===== config.mk =====
export PLATFORM = sky130hd
export DESIGN_NAME = utf8_stream_decoder_top
export DESIGN_NICKNAME = d
export VERILOG_FILES = /design/src/rtl/utf8sd_pkg.sv /design/src/rtl/utf8sd_in_stage.sv /design/src/rtl/utf8sd_step.sv /design/src/rtl/utf8sd_out_stage.sv /design/src/rtl/utf8_stream_decoder_top.sv
export SDC_FILE = /design/constraint.sdc
export NUM_CORES = 1
export LEC_CHECK = 0
export BUFFER_PORTS_ARGS = -buffer_cell sky130_fd_sc_hd__buf_2
export CORE_MARGIN = 8
export CORE_UTILIZATION = 57
export DETAILED_ROUTE_END_ITERATION = 16
export PLACE_DENSITY = 0.79
export SETUP_SLACK_MARGIN = 0.3
export SYNTH_ARGS = -nofsm -noshare
export SYNTH_HDL_FRONTEND = slang
export SYNTH_SLANG_ARGS = --single-unit

===== constraint.sdc =====
create_clock -name clk -period 6.9 [get_ports clk]
set_input_delay 0.69 -clock clk [delete_from_list [all_inputs] [get_ports clk]]
set_output_delay 0.69 -clock clk [all_outputs]
set_load 0.05 [all_outputs]

===== src/rtl/utf8sd_pkg.sv =====
// shared types, status codes and lookup functions of the utf-8 stream decoder
package utf8sd_pkg;

    localparam int CP_W  = 31;
    localparam int ST_W  = 3;
    localparam int LEN_W = 3;

    localparam logic [ST_W-1:0] ST_OK         = 3'd0;
    localparam logic [ST_W-1:0] ST_BAD_LEAD   = 3'd1;
    localparam logic [ST_W-1:0] ST_OVERLONG2  = 3'd2;
    localparam logic [ST_W-1:0] ST_BAD_CONT   = 3'd3;
    localparam logic [ST_W-1:0] ST_OVERLONG_N = 3'd4;
    localparam logic [ST_W-1:0] ST_TRUNCATED  = 3'd5;

    localparam logic [CP_W-1:0] CP_BOM   = 31'h0000_FEFF;
    localparam logic [CP_W-1:0] CP_BMP   = 31'h0000_FFFF;
    localparam logic [CP_W-1:0] CP_SPACE = 31'h0000_0020;

    typedef struct packed {
        logic [LEN_W-1:0] bytes_left;
        logic [LEN_W-1:0] seq_length;
        logic [CP_W-1:0]  acc;
        logic             at_start;
        logic             dropping;
    } dec_state_t;

    typedef struct packed {
        logic [CP_W-1:0] code_point;
        logic            has_code;
        logic [ST_W-1:0] status;
        logic            end_of_string;
    } dec_result_t;

    // sequence length from the lead byte, zero for an invalid lead
    function automatic logic [LEN_W-1:0] lead_length(input logic [7:0] b);
        logic [LEN_W-1:0] len;
        if (b[7] == 1'b0)
            len = 3'd1;
        else if (b[7:5] == 3'b110)
            len = 3'd2;
        else if (b[7:4] == 4'b1110)
            len = 3'd3;
        else if (b[7:3] == 5'b11110)
            len = 3'd4;
        else if (b[7:2] == 6'b111110)
            len = 3'd5;
        else if (b[7:1] == 7'b1111110)
            len = 3'd6;
        else
            len = 3'd0;
        return len;
    endfunction

    // payload bits kept from the lead byte
    function automatic logic [7:0] lead_mask(input logic [LEN_W-1:0] len);
        logic [7:0] m;
        unique case (len)
            3'd2:    m = 8'h1F;
            3'd3:    m = 8'h0F;
            3'd4:    m = 8'h07;
            3'd5:    m = 8'h03;
            3'd6:    m = 8'h01;
            default: m = 8'h7F;
        endcase
        return m;
    endfunction

    // smallest value a sequence of three to six bytes may encode, zero for other lengths
    function automatic logic [CP_W-1:0] min_value(input logic [LEN_W-1:0] len);
        logic [CP_W-1:0] v;
        unique case (len)
            3'd3:    v = 31'h0000_0800;
            3'd4:    v = 31'h0001_0000;
            3'd5:    v = 31'h0020_0000;
            3'd6:    v = 31'h0400_0000;
            default: v = '0;
        endcase
        return v;
    endfunction

endpackage


===== src/rtl/utf8sd_in_stage.sv =====
// input register stage taking one byte per transaction
module utf8sd_in_stage (
    input  logic       clk,
    input  logic       rst_n,
    input  logic       s_tvalid,
    output logic       s_tready,
    input  logic [7:0] s_tdata,   // [7:0] in_byte
    input  logic       s_tlast,   // is_last
    input  logic       advance,
    output logic       byte_valid,
    output logic [7:0] byte_data,
    output logic       byte_last
);

    logic       valid_reg;
    logic [7:0] data_reg;
    logic       last_reg;

    assign s_tready = !valid_reg || advance;

    always_ff @(posedge clk or negedge rst_n)
    begin
        if (!rst_n)
            valid_reg <= 1'b0;
        else if (s_tready)
            valid_reg <= s_tvalid;
    end

    always_ff @(posedge clk)
    begin
        if (s_tready && s_tvalid)
        begin
            data_reg <= s_tdata;
            last_reg <= s_tlast;
        end
    end

    assign byte_valid = valid_reg;
    assign byte_data  = data_reg;
    assign byte_last  = last_reg;

endmodule


===== src/rtl/utf8sd_step.sv =====
// decode step: one byte against the decoder state gives next state and result
module utf8sd_step (
    input  utf8sd_pkg::dec_state_t  cur,
    input  logic [7:0]              in_byte,
    input  logic                    is_last,
    input  logic                    replace_above_bmp,
    output utf8sd_pkg::dec_state_t  nxt,
    output utf8sd_pkg::dec_result_t res,
    output logic                    res_valid
);
    import utf8sd_pkg::*;

    logic [LEN_W-1:0] len;
    logic [CP_W-1:0]  acc_shift;
    logic [CP_W-1:0]  cp;
    logic             fail;
    logic [ST_W-1:0]  fail_st;
    logic             done;

    assign len       = lead_length(in_byte);
    assign acc_shift = {cur.acc[CP_W-7:0], in_byte[5:0]};

    always_comb
    begin
        nxt       = cur;
        res       = '0;
        res_valid = 1'b0;
        fail      = 1'b0;
        fail_st   = ST_OK;
        done      = 1'b0;
        cp        = '0;

        if (cur.dropping)
        begin
            if (is_last)
            begin
                nxt.dropping   = 1'b0;
                nxt.at_start   = 1'b1;
                nxt.bytes_left = '0;
                nxt.seq_length = '0;
                nxt.acc        = '0;
            end
        end
        else if (cur.bytes_left == '0)
        begin
            // a zero lead byte closes the string like an error with ok status
            if (in_byte == 8'h00)
                fail = 1'b1;
            else if (len == 3'd0)
            begin
                fail    = 1'b1;
                fail_st = ST_BAD_LEAD;
            end
            else if (len == 3'd2 && in_byte[4:1] == 4'h0)
            begin
                fail    = 1'b1;
                fail_st = ST_OVERLONG2;
            end
            else if (len == 3'd1)
            begin
                done = 1'b1;
                cp   = {{(CP_W-8){1'b0}}, in_byte};
            end
            else if (is_last)
            begin
                fail    = 1'b1;
                fail_st = ST_TRUNCATED;
            end
            else
            begin
                nxt.acc        = {{(CP_W-8){1'b0}}, in_byte & lead_mask(len)};
                nxt.bytes_left = len - 3'd1;
                nxt.seq_length = len;
            end
        end
        else
        begin
            if (in_byte == 8'h00 || (is_last && cur.bytes_left > 3'd1))
            begin
                fail    = 1'b1;
                fail_st = ST_TRUNCATED;
            end
            else if (in_byte[7:6] != 2'b10)
            begin
                fail    = 1'b1;
                fail_st = ST_BAD_CONT;
            end
            else
            begin
                nxt.acc        = acc_shift;
                nxt.bytes_left = cur.bytes_left - 3'd1;
                if (cur.bytes_left == 3'd1)
                begin
                    if (acc_shift < min_value(cur.seq_length))
                    begin
                        fail    = 1'b1;
                        fail_st = ST_OVERLONG_N;
                    end
                    else
                    begin
                        done           = 1'b1;
                        cp             = acc_shift;
                        nxt.bytes_left = '0;
                        nxt.seq_length = '0;
                        nxt.acc        = '0;
                    end
                end
            end
        end

        if (fail)
        begin
            res_valid         = 1'b1;
            res.status        = fail_st;
            res.end_of_string = 1'b1;
            nxt.bytes_left    = '0;
            nxt.seq_length    = '0;
            nxt.acc           = '0;
            nxt.dropping      = !is_last;
            nxt.at_start      = 1'b1;
        end
        else if (done)
        begin
            nxt.at_start = is_last;
            if (cur.at_start && cp == CP_BOM)
            begin
                // byte order mark dropped, only the end of string shows
                res_valid         = is_last;
                res.end_of_string = is_last;
            end
            else
            begin
                res_valid         = 1'b1;
                res.has_code      = 1'b1;
                res.code_point    = (replace_above_bmp && cp > CP_BMP) ? CP_SPACE : cp;
                res.end_of_string = is_last;
            end
        end
    end

endmodule


===== src/rtl/utf8sd_out_stage.sv =====
// output register holding one result until the sink takes it
module utf8sd_out_stage (
    input  logic                    clk,
    input  logic                    rst_n,
    input  logic                    load,
    input  utf8sd_pkg::dec_result_t res,
    output logic                    room,
    output logic                    m_tvalid,
    input  logic                    m_tready,
    output logic [31:0]             m_tdata,  // [30:0] code_point, [31] zero
    output logic [3:0]              m_tuser,  // [0] has_code, [3:1] status
    output logic                    m_tlast   // end_of_string
);
    import utf8sd_pkg::*;

    logic        valid_reg;
    dec_result_t res_reg;

    assign room = !valid_reg || m_tready;

    always_ff @(posedge clk or negedge rst_n)
    begin
        if (!rst_n)
            valid_reg <= 1'b0;
        else if (load)
            valid_reg <= 1'b1;
        else if (m_tready)
            valid_reg <= 1'b0;
    end

    always_ff @(posedge clk)
    begin
        if (load)
            res_reg <= res;
    end

    assign m_tvalid = valid_reg;
    assign m_tdata  = {1'b0, res_reg.code_point};
    assign m_tuser  = {res_reg.status, res_reg.has_code};
    assign m_tlast  = res_reg.end_of_string;

endmodule


===== src/rtl/utf8_stream_decoder_top.sv =====
// top level of the utf-8 stream decoder
//
// Streaming UTF-8 decoder with validation. Bytes of a string arrive one per
// slave transaction (s_tdata = byte, s_tlast on the final byte); each decoded
// code point leaves as one master transaction once its last byte has been
// decoded, with has_code and status in m_tuser and m_tlast marking the result
// that closes the string or reports an error. Sequences of one to six bytes
// are handled; a leading byte order mark is dropped, a zero lead byte ends the
// string, and the first error of a string (bad lead, overlong two-byte form,
// bad continuation, overlong longer form, truncation) is reported once, after
// which bytes are discarded up to s_tlast. Code points are passed on as they
// complete, so a sink must throw away a string whose closing result carries a
// nonzero status. Throughput is one byte per clock cycle while the output
// register is not held full: the byte goes into an input register, the
// decode step runs combinationally against the sequence state, and the
// result lands in an output register. s_tready follows m_tready
// through both registers, so the block only stalls while the output register
// is full and not being taken. The one-bit replace_above_bmp register (written
// through cfg_valid/cfg_data, default 0) turns every code point above U+FFFF
// into a space; write it only while no string is in flight.
module utf8_stream_decoder_top (
    input  logic        clk,
    input  logic        rst_n,
    // configuration write
    input  logic        cfg_valid,
    output logic        cfg_ready,
    input  logic        cfg_data,   // replace_above_bmp
    // byte stream in
    input  logic        s_tvalid,
    output logic        s_tready,
    input  logic [7:0]  s_tdata,    // [7:0] in_byte
    input  logic        s_tlast,    // is_last
    // code point stream out
    output logic        m_tvalid,
    input  logic        m_tready,
    output logic [31:0] m_tdata,    // [30:0] code_point, [31] zero
    output logic [3:0]  m_tuser,    // [0] has_code, [3:1] status
    output logic        m_tlast     // end_of_string
);
    import utf8sd_pkg::*;

    // handshake between the stages
    logic        byte_valid;
    logic [7:0]  byte_data;
    logic        byte_last;
    logic        room;
    logic        advance;

    // decoder state and step outputs
    dec_state_t  state_reg;
    dec_state_t  state_next;
    dec_result_t step_res;
    logic        step_res_valid;
    logic        replace_reg;

    // configuration register, always ready
    assign cfg_ready = 1'b1;

    always_ff @(posedge clk or negedge rst_n)
    begin
        if (!rst_n)
            replace_reg <= 1'b0;
        else if (cfg_valid)
            replace_reg <= cfg_data;
    end

    // a buffered byte moves on when the output register can take its result
    assign advance = byte_valid && room;

    utf8sd_in_stage u_in (
        .clk        (clk),
        .rst_n      (rst_n),
        .s_tvalid   (s_tvalid),
        .s_tready   (s_tready),
        .s_tdata    (s_tdata),
        .s_tlast    (s_tlast),
        .advance    (advance),
        .byte_valid (byte_valid),
        .byte_data  (byte_data),
        .byte_last  (byte_last)
    );

    utf8sd_step u_step (
        .cur               (state_reg),
        .in_byte           (byte_data),
        .is_last           (byte_last),
        .replace_above_bmp (replace_reg),
        .nxt               (state_next),
        .res               (step_res),
        .res_valid         (step_res_valid)
    );

    // sequence state: reset puts the decoder at the start of a string
    always_ff @(posedge clk or negedge rst_n)
    begin
        if (!rst_n)
            state_reg <= '{bytes_left: '0, seq_length: '0, acc: '0,
                           at_start: 1'b1, dropping: 1'b0};
        else if (advance)
            state_reg <= state_next;
    end

    utf8sd_out_stage u_out (
        .clk      (clk),
        .rst_n    (rst_n),
        .load     (advance && step_res_valid),
        .res      (step_res),
        .room     (room),
        .m_tvalid (m_tvalid),
        .m_tready (m_tready),
        .m_tdata  (m_tdata),
        .m_tuser  (m_tuser),
        .m_tlast  (m_tlast)
    );

endmodule


Yosys cells after proc, flatten, opt, wreduce, memory -nomap -nowiden
Index checks and enable logic that the tools add are counted.
- bitwise gates (word level): 3
- equal/unequal tests: 27
- reduce and logical (&&, ||, !) cells: 28
- add/subtract/negate cells: 2
- multiplexer cells: 86
- magnitude comparators: 3
- operator list (operator ; number):
    $mux 37 ; 12
    $mux 31 ; 14
    $pmux 27 s4 ; 1
    $mux 8 ; 8
    $mux 3 ; 16
    $mux 39 ; 1
    $pmux 7 s5 ; 1
    $eq 31x16->1 const B ; 1
    $gt 31x16->1 const B ; 1
    $lt 31x31->1 ; 1
    $mux 1 ; 31
    $eq 3x3->1 const B ; 7
    $ne 4x3->1 const B ; 5
    $ne 4x2->1 const B ; 3
    $reduce_and 11->1 ; 1
    $eq 3x2->1 const B ; 3
    $reduce_and 9->1 ; 1
    $and 8x8->8 ; 1
    $logic_not 8->1 ; 1
    $eq 7x7->1 const B ; 1
    $logic_and 1x1->1 ; 7
    $eq 3x1->1 const B ; 2
    $eq 6x6->1 const B ; 1
    $logic_not 3->1 ; 2
    19 further kinds ; 27
- input port bits: 15
- bits in registers: 81
- logic and storage cells: 164
- output and inout bits: 40

Logic depth before layout (Yosys ltp)
Gate-level depths: netlist of run 1.
- depth in word-level cells: 25
- gate-level depth with buffers: 14
- depth with buffers taken out: 12

Cells and area by module
From an unflattened synthesis of run 1, not the netlist that was laid out.
- cells, all modules: 487
- area, all modules: 5327.6 um^2
- modules (own cells, without submodules) (module ; area each (um^2) ; times used ; cells an instance ; seq. area each (um^2)):
    utf8sd_step ; 2192.1 ; 1 ; 344 ; 0.0
    utf8_stream_decoder_top ; 1671.6 ; 1 ; 89 ; 1002.2
    utf8sd_out_stage ; 1139.8 ; 1 ; 41 ; 1106.1
    utf8sd_in_stage ; 324.1 ; 1 ; 13 ; 295.3

Worst setup path after synthesis of run 1
No wires, ideal clock.
- kind: register -> register
- start: reg u_in.data_reg[4], in the netlist u_in.byte_data[4]
- end: reg u_out.res_reg (netlist bit u_out.m_tdata[0]) (enable)
- data required time: 6.416 ns
- setup time: 0.484 ns
- path slack: 1.184 ns
- clock period less this slack: 5.716 ns
- cell stages (with the launch flop): 12
- data arrival time: 5.231 ns
- buffers on the path: 0
- path through: edfxtp_1 > a21boi_0 > o21ai_0 > inv_1 > ha_1 > ha_1 > or3b_2 > o32ai_2 > nand3_1 > o21ai_0 > o41ai_1 > a21boi_0
- cells in the longest elaborated chain, start to end: 20
- elaborated cells between the ends (all ways): 54
- classes of those cells: order compare (1); eq/ne (7); mux (39); reduce/logical (7)
- RTL lines (element ; RTL line ; text):
    start: declaration ; utf8sd_in_stage.sv:16 ; logic [7:0] data_reg;
    start signal: assignment ; utf8sd_in_stage.sv:33 ; data_reg <= s_tdata;
    $eq 7x7->1 ; utf8sd_pkg.sv:47 ; else if (b[7:1] == 7'b1111110)
    $mux 3 ; utf8sd_pkg.sv:47 ;
    $mux 3 ; utf8sd_pkg.sv:45 ; else if (b[7:2] == 6'b111110)
    $mux 3 ; utf8sd_pkg.sv:43 ; else if (b[7:3] == 5'b11110)
    $mux 3 ; utf8sd_pkg.sv:41 ; else if (b[7:4] == 4'b1110)
    $mux 3 ; utf8sd_pkg.sv:39 ; else if (b[7:5] == 3'b110)
    $mux 3 ; utf8sd_pkg.sv:37 ; if (b[7] == 1'b0)
    $eq 3x1->1 / $eq 3x2->1 (equally long branches) ; utf8sd_step.sv:59, utf8sd_step.sv:54 ;
    (+5 left out) ; -- ;
    $mux 31 ; utf8sd_step.sv:33 ; if (cur.dropping)
    $eq 31x16->1 ; utf8sd_step.sv:125 ; if (cur.at_start && cp == CP_BOM)
    $logic_and 1x1->1 ; utf8sd_step.sv:125 ;
    $mux 1 ; utf8sd_step.sv:125 ;
    $mux 1 ; utf8sd_step.sv:122 ; else if (done)
    $mux 1 * ; utf8sd_step.sv:111 ; if (fail)
    $logic_and 1x1->1 * ; utf8_stream_decoder_top.sv:106 ; .load (advance && step_res_valid),
    net u_out.load ; utf8sd_out_stage.sv:5 ; input logic load,
    end signal: assignment ; utf8sd_out_stage.sv:34 ; res_reg <= res;
    end: declaration ; utf8sd_out_stage.sv:17 ; dec_result_t res_reg;
The timed path passes the listed nets; every way through them passes the cells marked *.
A chain may end at the register's enable or synchronous reset.

Worst setup path after layout of run 1
- start: reg u_in.data_reg[4], in the netlist u_in.byte_data[4]
- end: reg u_out.res_reg (netlist bit u_out.m_tdata[8]) (enable)
Same word-level chain as after synthesis.

==> metrics.md, run 1 <==
| Metric | Value |
|---|---|
| NumNets Final | 446 |
| Max reg flops | 33 |
| Tightest Hold Check Type | in -> async |
| Synthesized area per cell | 10.8 sq um |
| Max clock buf depth | 2 |
| Required @ worst endpoint | 6.86 ns |
| Slowest cell on the critical path | a21boi_4 |
| Vias after detailed routing | approximately 3000 |
| R2R Setup Slk | 2.46 ns |
| Routability cong. | just under 1 |
| Peak VDD IR | 137 uV |
| Layout cells sized above 1 | 0.202 |
| Setup violators final | 0 |
| Initial antenna violation count | 0 |
| Fillers | 542 |
| Hold Vio Cnt, Final | 0 |
| Antenna Nets Post-Route | 0 |
| Pre-CTS setup slack | 2.53 ns |
| Setup Buffers After CTS | 0 |
| Vias per inst | 5.88 |
| Syn nets | 395 |
| Antenna Cells | 0 |
| Clock slew at reported path FFs | 0.08 ns |
| PostCTS Resize Cnt | 0 |
| Core area | roughly 6800 sq um |
| Delay-heaviest family, CP | compound AO/OA/AOI/OAI gates |
| First-pass GRT wire length | 15000 um |
| DR top layer | met4 |
| Distinct cell type count after synthesis | 56 |
| Status | finished clean |
| Slew @ Worst Pin | between 1 and 1.5 ns |
| Avg WL per Cell | about 19 um |
| Setup TNS | 0 ns |
| Post-synth EDFFs | 45 |
| Final Worst Setup Slack | 2.46 ns |
| Startpoint Class | register |
| GRT Residual Overflow | 0 |
| Achievable Freq | roughly 230 MHz |
| R2R depth | 11 |
| Die width | between 90 and 100 um |
| Reg2Reg Launch Point | u_in.byte_data[4] |
| R2r endpoint | u_out.m_tdata[8] |
| Post-synthesis cell area | between 3000 and 4000 sq um |
| Crit-path max FO | 36 |
| GRT Total Usage | 0.196 |
| CTS tree | yes |
| # H-tree levels | 3 |
| Worst setup EP type | register |
| WP buf/inv | 1 |
| Core Util, Final | 0.666 |
| Met1 Routed Length | 4260 um |
| Worst-case clock skew | 0.0129 ns |
| Clock Tree Root | clkbuf_8 |
| Ys Warns | 0 |
| Die area | 9900 sq um |
| CP max stage delay | around 0.9 ns |
| DR iter-0 viols | 185 |
| Clock latency on the worst-skew pair | between 0.3 and 0.4 ns |
| WHS | 0.425 ns |
| Number of remaining DRC errors | 0 |
| Synth async-reset ratio | 0.444 |
| WS Path Type | reg -> reg |
| Static Leak | 1.82 nW |
| Crit path cell chain | a21boi_0 > o21ai_0 > inv_1 > ha_1 > ha_1 > or3b_2 > o32ai_2 > nand3_1 > o21ai_0 > o41ai_1 > a21boi_4 |
| Row cnt | 30 |
| Period utilization | 0.644 |
| Area grow syn2layout | 13.2% |
| Crit path DAT | approximately 4.4 ns |
| Top_reg_cell synth | edfxtp_1 |
| Power Dens Cells | 380 nW/um^2 |
| Die H | 99.5 um |
| Final max-slew violation count | 0 |
| CTS Hold Bufs | 0 |
| Vias in the first global route | ~2800 |
| Post-DP HPWL | 6980 um |
| Minimum clock period | 4.44 ns |
| Largest net degree at the start of global routing | 51 |
| DR pass1 iterations | 5 |
| Max transition margin | 0.222 |
| CTS Buf Count | 9 |
| I/O pin count | 55 |
| Synthesized flop and latch total | about 80 |
| Max-Cap Viols | 0 |
| Mapped Cells | approximately 370 |
| RSZ-0062 raised after global routing | no |
| DR WL met2 | 4370 um |
| Final wirelength | 9400 um |
| Initial core utilization | 0.588 |
| Clock Sinks | 81 |
| PortBufs | 52 |
| Sequential-to-total area share from yosys stat | 0.567 |
| DR WL met3 | 578 um |
-- how the worst max path moves through the flow --
stage	slack [ns]	cells after the start	endpoint	start
6_report	2.46	11	u_out.m_tdata[8]	u_in.byte_data[4]
3_5_place_dp	2.53	11	u_out.m_tdata[24]	u_in.byte_data[4]
3_3_place_gp	2.73	12	u_out.m_tdata[19]	u_in.byte_data[2]
5_1_grt	2.22	12	u_out.m_tdata[13]	u_in.byte_data[2]
2_1_floorplan	1.18	11	u_out.m_tdata[0]	u_in.byte_data[4]
4_1_cts	2.49	11	u_out.m_tdata[8]	u_in.byte_data[4]
-- synth_stat cells, types with 4 or more instances --
| cell type | number | area (sq um) |
|---|---|---|
| nand2_1 | 58 | 218 |
| edfxtp_1 | 45 | 1350 |
| o21ai_0 | 40 | 200 |
| dfrtp_1 | 35 | 876 |
| and2_1 | 25 | 156 |
| nor2_1 | 15 | 56.3 |
| ha_1 | 11 | 138 |
| inv_1 | 11 | 41.3 |
| a21oi_1 | 10 | 50.1 |
| clkbuf_1 | 10 | 37.5 |
| nand2b_1 | 10 | 62.6 |
| o21a_1 | 8 | 60.1 |
| nand4_1 | 7 | 43.8 |
| nor4_1 | 6 | 37.5 |
| nand3_1 | 5 | 25.0 |
| nor2b_1 | 5 | 31.3 |
| nor3_1 | 5 | 25.0 |
| o31ai_1 | 4 | 30.0 |
-- layer usage --
metal  track usage  up-vias
met1         0.261     1409
met3        0.0412       14
li1              -     1434
met5             0        -
met2         0.302      111
met4        0.0873        0
-- area by class of cell --
type,count,area (sq um),share of cell area
flip-flops and latches,81,2250,0.501
clock buffers,12,156,0.0348
multi-input cells,263,1620,0.360
repair buffers,54,275,0.0612
clock inverters,4,51.3,0.0114
inverters,11,41.3,0.00918
well taps,80,100,0.0223
-- worst register-to-register path, cell delays in order (launching register included) --
cell	delay, ns
edfxtp_1	0.49
a21boi_0	0.17
o21ai_0	0.44
inv_1	0.17
ha_1	0.25
ha_1	0.22
or3b_2	0.48
o32ai_2	0.20
nand3_1	0.22
o21ai_0	0.23
o41ai_1	0.23
a21boi_4	0.93
-- metrics by stage --
stage          instance area (sq um)  cells  power (mW)
2_1_floorplan                   3970    369        1.19
3_3_place_gp                    4290    489        1.35
3_5_place_dp                    4290    489        1.36
4_1_cts                         4500    505        1.72
5_1_grt                         4500    505        1.79
6_report                        4500    505        1.71
-- layout by cell type (no fill, tap or decap), types with 2 or more instances in the layout --
cell / Yosys / layout
nand2_1: 58 / 58
buf_2: 0 / 52
edfxtp_1: 45 / 45
o21ai_0: 40 / 40
dfrtp_1: 35 / 35
and2_1: 25 / 25
nor2_1: 15 / 15
inv_1: 11 / 11
ha_1: 11 / 11
nand2b_1: 10 / 10
a21oi_1: 10 / 10
clkbuf_8: 0 / 9
o21a_1: 8 / 8
nand4_1: 7 / 7
nor4_1: 6 / 6
nand3_1: 5 / 5
nor2b_1: 5 / 5
nor3_1: 5 / 4
o31ai_1: 4 / 4
nand3b_1: 3 / 3
o211ai_1: 3 / 3
or2_2: 3 / 3
nand4b_1: 3 / 3
a31oi_1: 3 / 3
o22a_1: 3 / 3
a21boi_0: 3 / 2
or3b_2: 2 / 2
and4b_4: 2 / 2
mux2_2: 2 / 2
a22o_1: 2 / 2
conb_1: 2 / 2
clkbuf_1: 10 / 2
buf_4: 2 / 2
-- kinds of logic (layout without fill, tap and decap cells) --
kind of cell             count (synthesis)  count (layout)  synth area share
AO/OA/AOI/OAI                           91              91             0.152
flip-flops                              81              81             0.567
adder cells (fa/ha/maj)                 11              11            0.0346
other                                    2               2           0.00189
AND/OR/NAND/NOR                        156             156             0.207
buffers and inverters                   25              81            0.0293
multiplexers                             3               3           0.00819
-- power by group --
group	internal (mW)	total [mW]	leakage [nW]	switching (mW)
logic	0.165	0.648	0.802	0.483
registers	0.632	0.706	0.916	0.0735
clock network	0.190	0.356	0.102	0.166
total	0.986	1.71	1.82	0.723
Note: power is estimated with default switching activity, not from simulation.
==> inputs of run 2 (changes only) <==
==> constraint.sdc (replaced) <==
create_clock -name clk -period 4.1 [get_ports clk]
set_input_delay 0.41 -clock clk [delete_from_list [all_inputs] [get_ports clk]]
set_output_delay 0.41 -clock clk [all_outputs]
set_load 0.05 [all_outputs]
==> run 2 against run 1 <==
Effect of this change: final cell count grew 0.40%; flip-flop and latch count is the same; register-to-register slack got worse by 2.0 ns; sequential share of layout area down 0.66 points; utilization rose by 0.89 points; wire length shrank 3.6%; worst hold slack worse by 0.28 ns; fmax up 23%; total power up 72%; largest power group unchanged.
==> metrics.md, run 2 (synthesis gave the netlist of run 1 again) <==
| Metric | Value |
|---|---|
| Die width | 99.5 um |
| GRT Total Usage | 0.188 |
| Avg WL per Cell | 17.9 um |
| Setup violators final | 0 |
| Number of remaining DRC errors | 0 |
| Max-Cap Viols | 0 |
| Initial antenna violation count | 0 |
| Minimum clock period | approximately 3.6 ns |
| PortBufs | 52 |
| Vias in the first global route | 2770 |
| WHS | between 0.1 and 0.15 ns |
| RSZ-0062 raised after global routing | no |
| Period utilization | 0.883 |
| Placed Cells | between 400 and 500 |
| I/O pin count | 55 |
| Antenna Nets Post-Route | 0 |
| Power Dens Cells | 644 nW/um^2 |
| Clock Sinks | slightly above 80 |
| Core area | 6760 sq um |
| Area grow syn2layout | 14.7% |
| Post-route cell area | about 4600 sq um |
| Antenna Cells | 0 |
| Cell Area, Placed | 4340 sq um |
| CTS Buf Count | 9 |
| Slew @ Worst Pin | about 0.81 ns |
| Static Leak | between 1.5 and 2 nW |
| Post-route insts no fill | 507 |
| Die H | slightly below 100 um |
| Die area | a little under 10000 sq um |
| Most frequent cells in the layout | nand2_1 (58), buf_2 (52), edfxtp_1 (45) |
| Worst setup EP type | register |
| Delay-heaviest family, CP | compound AO/OA/AOI/OAI gates |
| Max transition margin | 0.460 |
| CTS tree | yes |
| Largest net degree at the start of global routing | 37 |
| Crit path cell chain | o211ai_1 > nand3_1 > ha_1 > ha_1 > or3b_2 > o32ai_2 > nand3_1 > o21ai_1 > o41ai_2 > buf_4 > a21boi_4 > buf_12 |
| Crit path DAT | 3.66 ns |
| DR iter-0 viols | 257 |
| Max clock buf depth | 2 |
| Worst-case clock skew | 0.0112 ns |
| DR pass1 iterations | 4 |
| Crit-path max FO | 36 |
| Vias per inst | approximately 5.9 |
| Initial core utilization | 0.588 |
| CP max stage delay | around 0.52 ns |
| Achievable Freq | 276 MHz |
| Tightest Hold Check Type | in -> async |
| Required @ worst endpoint | about 4.1 ns |
| WP buf/inv | 2 |
| Routability cong. | 0.972 |
| # H-tree levels | 3 |
| Clock latency on the worst-skew pair | 0.35 ns |
| Max reg flops | 33 |
| Peak VDD IR | 275 uV |
| Clock Tree Root | clkbuf_8 |
| Most common cell after layout, fill and taps aside | nand2_1 |
| Layout cells sized above 1 | 0.213 |
| Setup TNS | 0 ns |
| Clock slew at reported path FFs | 0.08 ns |
| NumNets Final | roughly 450 |
| First-pass GRT wire length | roughly 15000 um |
| CTS Hold Bufs | 0 |
| Final max-slew violation count | 0 |
| Vias after detailed routing | 2985 |
| Final wirelength | 9060 um |
| Slowest cell on the critical path | edfxtp_1 |
| Row cnt | 30 |
| GRT Residual Overflow | 0 |
| Startpoint Class | register |
| Hold Vio Cnt, Final | 0 |
| Status | finished clean |
| Total power | 2.93 mW |
| Post-DP HPWL | a little under 7000 um |
| WS Path Type | reg -> reg |
## run 2: timing repair
item / 4_1_cts / 5_1_grt
setup buffers: 0 / 0
resized for setup: 1 / 3
gates cloned: 0 / 0
endpoints found under the setup margin: 27 / 36
## run 2: where the power goes
group | total [mW] | internal (mW) | leakage, nW | switching (mW)
Sequential | 1.19 | 1.06 | 0.916 | 0.124
Clock | 0.622 | 0.341 | 0.103 | 0.281
Combinational | 1.13 | 0.313 | 0.828 | 0.813
## run 2: layer usage
layer	vias to the layer above	global-route usage	share of wire	wire, um
li1	1443	-	-	-
met1	1432	0.258	0.45	4100
met2	99	0.287	0.46	4200
met3	11	0.0496	0.072	652
met4	0	0.0501	0.011	104
met5	-	0	0	0
## run 2: path summary, 6_finish.rpt
path                                         from  slack (ns)                 to  cells past startpoint
max in group asynchronous                   rst_n        3.44      state_reg[33]                      1
worst min-delay path                        rst_n        0.14       state_reg[0]                      1
min in group clk                       s_tdata[6]        0.24  u_in.byte_data[6]                      1
worst max-delay path            u_in.byte_data[1]        0.48   u_out.m_tdata[8]                     12
worst min register to register      state_reg[25]        0.52      state_reg[25]                      2
worst max register to register  u_in.byte_data[1]        0.48   u_out.m_tdata[8]                     12
## run 2: final cells by class
class / instances / area (sq um)
sequential: 81 / 2250
fill: 526 / 2200
clock inverter: 5 / 81.3
clock buffer: 10 / 128
timing repair buffer: 57 / 323
tap: 80 / 100
inverter: 11 / 41.3
multi-input combinational: 263 / 1630
## run 2: through the flow
| step | setup WS [ns] | utilization |
|---|---|---|
| 2_1_floorplan | 0.407 | - |
| 3_3_place_gp | 0.423 | 0.642 |
| 3_5_place_dp | 0.320 | 0.642 |
| 4_1_cts | 0.433 | 0.673 |
| 5_1_grt | 0.307 | 0.674 |
| 6_report | 0.481 | 0.674 |
==> inputs of run 3 (changes only) <==
--- a/config.mk
+++ b/config.mk
@@ -6,7 +6,7 @@
 export NUM_CORES = 1
 export LEC_CHECK = 0
 export BUFFER_PORTS_ARGS = -buffer_cell sky130_fd_sc_hd__buf_2
-export CORE_MARGIN = 8
+export CORE_MARGIN = 2
 export CORE_UTILIZATION = 57
 export DETAILED_ROUTE_END_ITERATION = 16
 export PLACE_DENSITY = 0.79
==> run 3 against run 2 <==
Effect of this change: global-route usage increased by 5.6 points; first-iteration DRC count increased by 20%; utilization decreased by 0.22 points; non-clock buffer count increased by 3; fmax increased by 2.2%; critical path depth increased by 2; flip-flop and latch count unchanged; die area decreased by 23%; design area decreased by 0.33%; final cell count increased by 0.79%; total power decreased by 3.1%; clock skew decreased by 0.00057 ns.
==> metrics.md, run 3 (synthesis gave the netlist of run 1 again) <==
| Metric | Value |
|---|---|
| Status | finished clean |
| Hold Vio Cnt, Final | 0 |
| Crit-path max FO | 36 |
| Total power | 2.84 mW |
| R2R Setup Slk | ~0.56 ns |
| Tightest Hold Check Type | in -> async |
| Delay-heaviest family, CP | compound AO/OA/AOI/OAI gates |
| Peak VDD IR | 274 uV |
| Crit path DAT | 3.59 ns |
| First-pass GRT wire length | 14200 um |
| Core area | 6760 sq um |
| Area grow syn2layout | 14.3% |
| Crit path cell chain | inv_1 > a21boi_0 > o21ai_2 > inv_1 > ha_1 > ha_1 > or3b_2 > o32ai_2 > nand3_1 > o21ai_1 > o41ai_1 > buf_4 > a21boi_4 > buf_12 |
| Power Dens Cells | 626 nW/um^2 |
| CTS tree | yes |
| WP buf/inv | 4 |
| Max reg flops | 33 |
| Max clock buf depth | 2 |
| Number of remaining DRC errors | 0 |
| Clock Tree Root | clkbuf_8 |
| NumNets Final | 452 |
| Vias per inst | a little under 6 |
| Post-DP HPWL | 6460 um |
| # H-tree levels | 3 |
| Largest net degree at the start of global routing | 37 |
| CTS Buf Count | 9 |
| Die area | around 7700 sq um |
| Setup violators final | 0 |
| Clock latency on the worst-skew pair | 0.35 ns |
| Worst setup EP type | register |
| Slowest cell on the critical path | edfxtp_1 |
| Initial antenna violation count | 0 |
| WS Path Type | reg -> reg |
| Slew @ Worst Pin | slightly above 0.8 ns |
| Static Leak | 1.84 nW |
| DR iter-0 viols | 308 |
| Antenna Cells | 0 |
| CP max stage delay | roughly 0.5 ns |
| Clock slew at reported path FFs | 0.09 ns |
| Layout cells sized above 1 | 0.216 |
| Max transition margin | 0.462 |
| Vias after detailed routing | roughly 3000 |
| Achievable Freq | 282 MHz |
| Minimum clock period | 3.54 ns |
| Most frequent cells in the layout | nand2_1 (58), buf_2 (52), edfxtp_1 (45) |
| Period utilization | 0.864 |
| Die H | between 80 and 90 um |
| DR pass1 iterations | 5 |
| GRT Total Usage | 0.244 |
| Setup TNS | 0 ns |
| GRT Residual Overflow | 0 |
| R2R depth | 14 |
| R2r endpoint | u_out.m_tdata[9] |
| Startpoint Class | register |
| Die width | 87.5 um |
| Final max-slew violation count | 0 |
| Vias in the first global route | about 2800 |
| Initial core utilization | 0.588 |
| Clock Sinks | between 80 and 90 |
| Final wirelength | 8760 um |
| PortBufs | 52 |
| Required @ worst endpoint | 4.15 ns |
| RSZ-0062 raised after global routing | no |
| Most common cell after layout, fill and taps aside | nand2_1 |
| I/O pin count | between 50 and 60 |
| Worst-case clock skew | 0.0106 ns |
| Reg2Reg Launch Point | u_in.byte_data[2] |
| Row cnt | 30 |
| Antenna Nets Post-Route | 0 |
| Routability cong. | around 0.91 |
| Avg WL per Cell | 17.2 um |
| Max-Cap Viols | 0 |
-- run 3: cell count changes in the layout (fill, tap and decap cells not counted) --
cell | before | now
clkinv_1 | 0 | 2
bufinv_16 | 2 | 0
clkinv_4 | 0 | 2
clkinv_2 | 1 | 0
buf_4 | 3 | 6
clkbuf_8 | 9 | 10
clkbuf_1 | 1 | 0
o41ai_1 | 0 | 1
o41ai_2 | 1 | 0
-- run 3: final cells by class --
type                            count  area (sq um)
Multi-Input combinational cell    263          1620
Sequential cell                    81          2250
Clock inverter                      6          41.3
Fill cell                         525          2210
Clock buffer                       10           138
Timing Repair Buffer               60           345
Tap cell                           80           100
Inverter                           11          41.3
-- run 3: report_power, final --
group          internal (mW)  switching, mW  total (mW)  leakage [nW]
logic                  0.318          0.810        1.13         0.840
registers               1.06          0.123        1.18         0.916
clock network          0.237          0.293       0.530        0.0879
-- run 3: worst max-delay path by stage --
stage | start | end | slack [ns] | depth (start not counted)
CTS | u_in.byte_data[2] | u_out.m_tdata[10] | 0.44 | 14
finish | u_in.byte_data[2] | u_out.m_tdata[9] | 0.56 | 14
detailed placement | u_in.byte_data[2] | u_out.m_tdata[20] | 0.30 | 14
floorplan | u_in.byte_data[4] | u_out.m_tdata[0] | 0.41 | 11
global placement | u_in.byte_data[2] | u_out.m_tdata[19] | 0.44 | 14
global route | u_in.byte_data[2] | u_out.m_tdata[9] | 0.32 | 14
-- run 3: what timing repair did --
item / in CTS / in global routing
endpoints found under the setup margin: 34 / 36
gates resized for setup: 1 / 2
buffers inserted: 0 / 2
hold buffers: 0 / 0
-- run 3: layer usage --
| metal | vias up | wire length (um) | GRT usage |
|---|---|---|---|
| met4 | 0 | 119 | 0.0699 |
| met3 | 17 | 461 | 0.0389 |
| met1 | 1447 | 4290 | 0.381 |
| met2 | 102 | 3890 | 0.353 |
| li1 | 1439 | - | - |
| met5 | - | 0 | 0 |
-- run 3: through the flow --
stage	utilization	cell area [sq um]	cells	hold WS [ns]	setup slack, ns
after floorplan	-	3980	369	0.114	0.407
after global placement	0.643	4340	493	0.465	0.441
after detailed placement	0.643	4340	493	0.481	0.304
after CTS	0.669	4520	509	0.172	0.440
after global routing	0.672	4540	511	0.212	0.321
final	0.672	4540	511	0.133	0.558
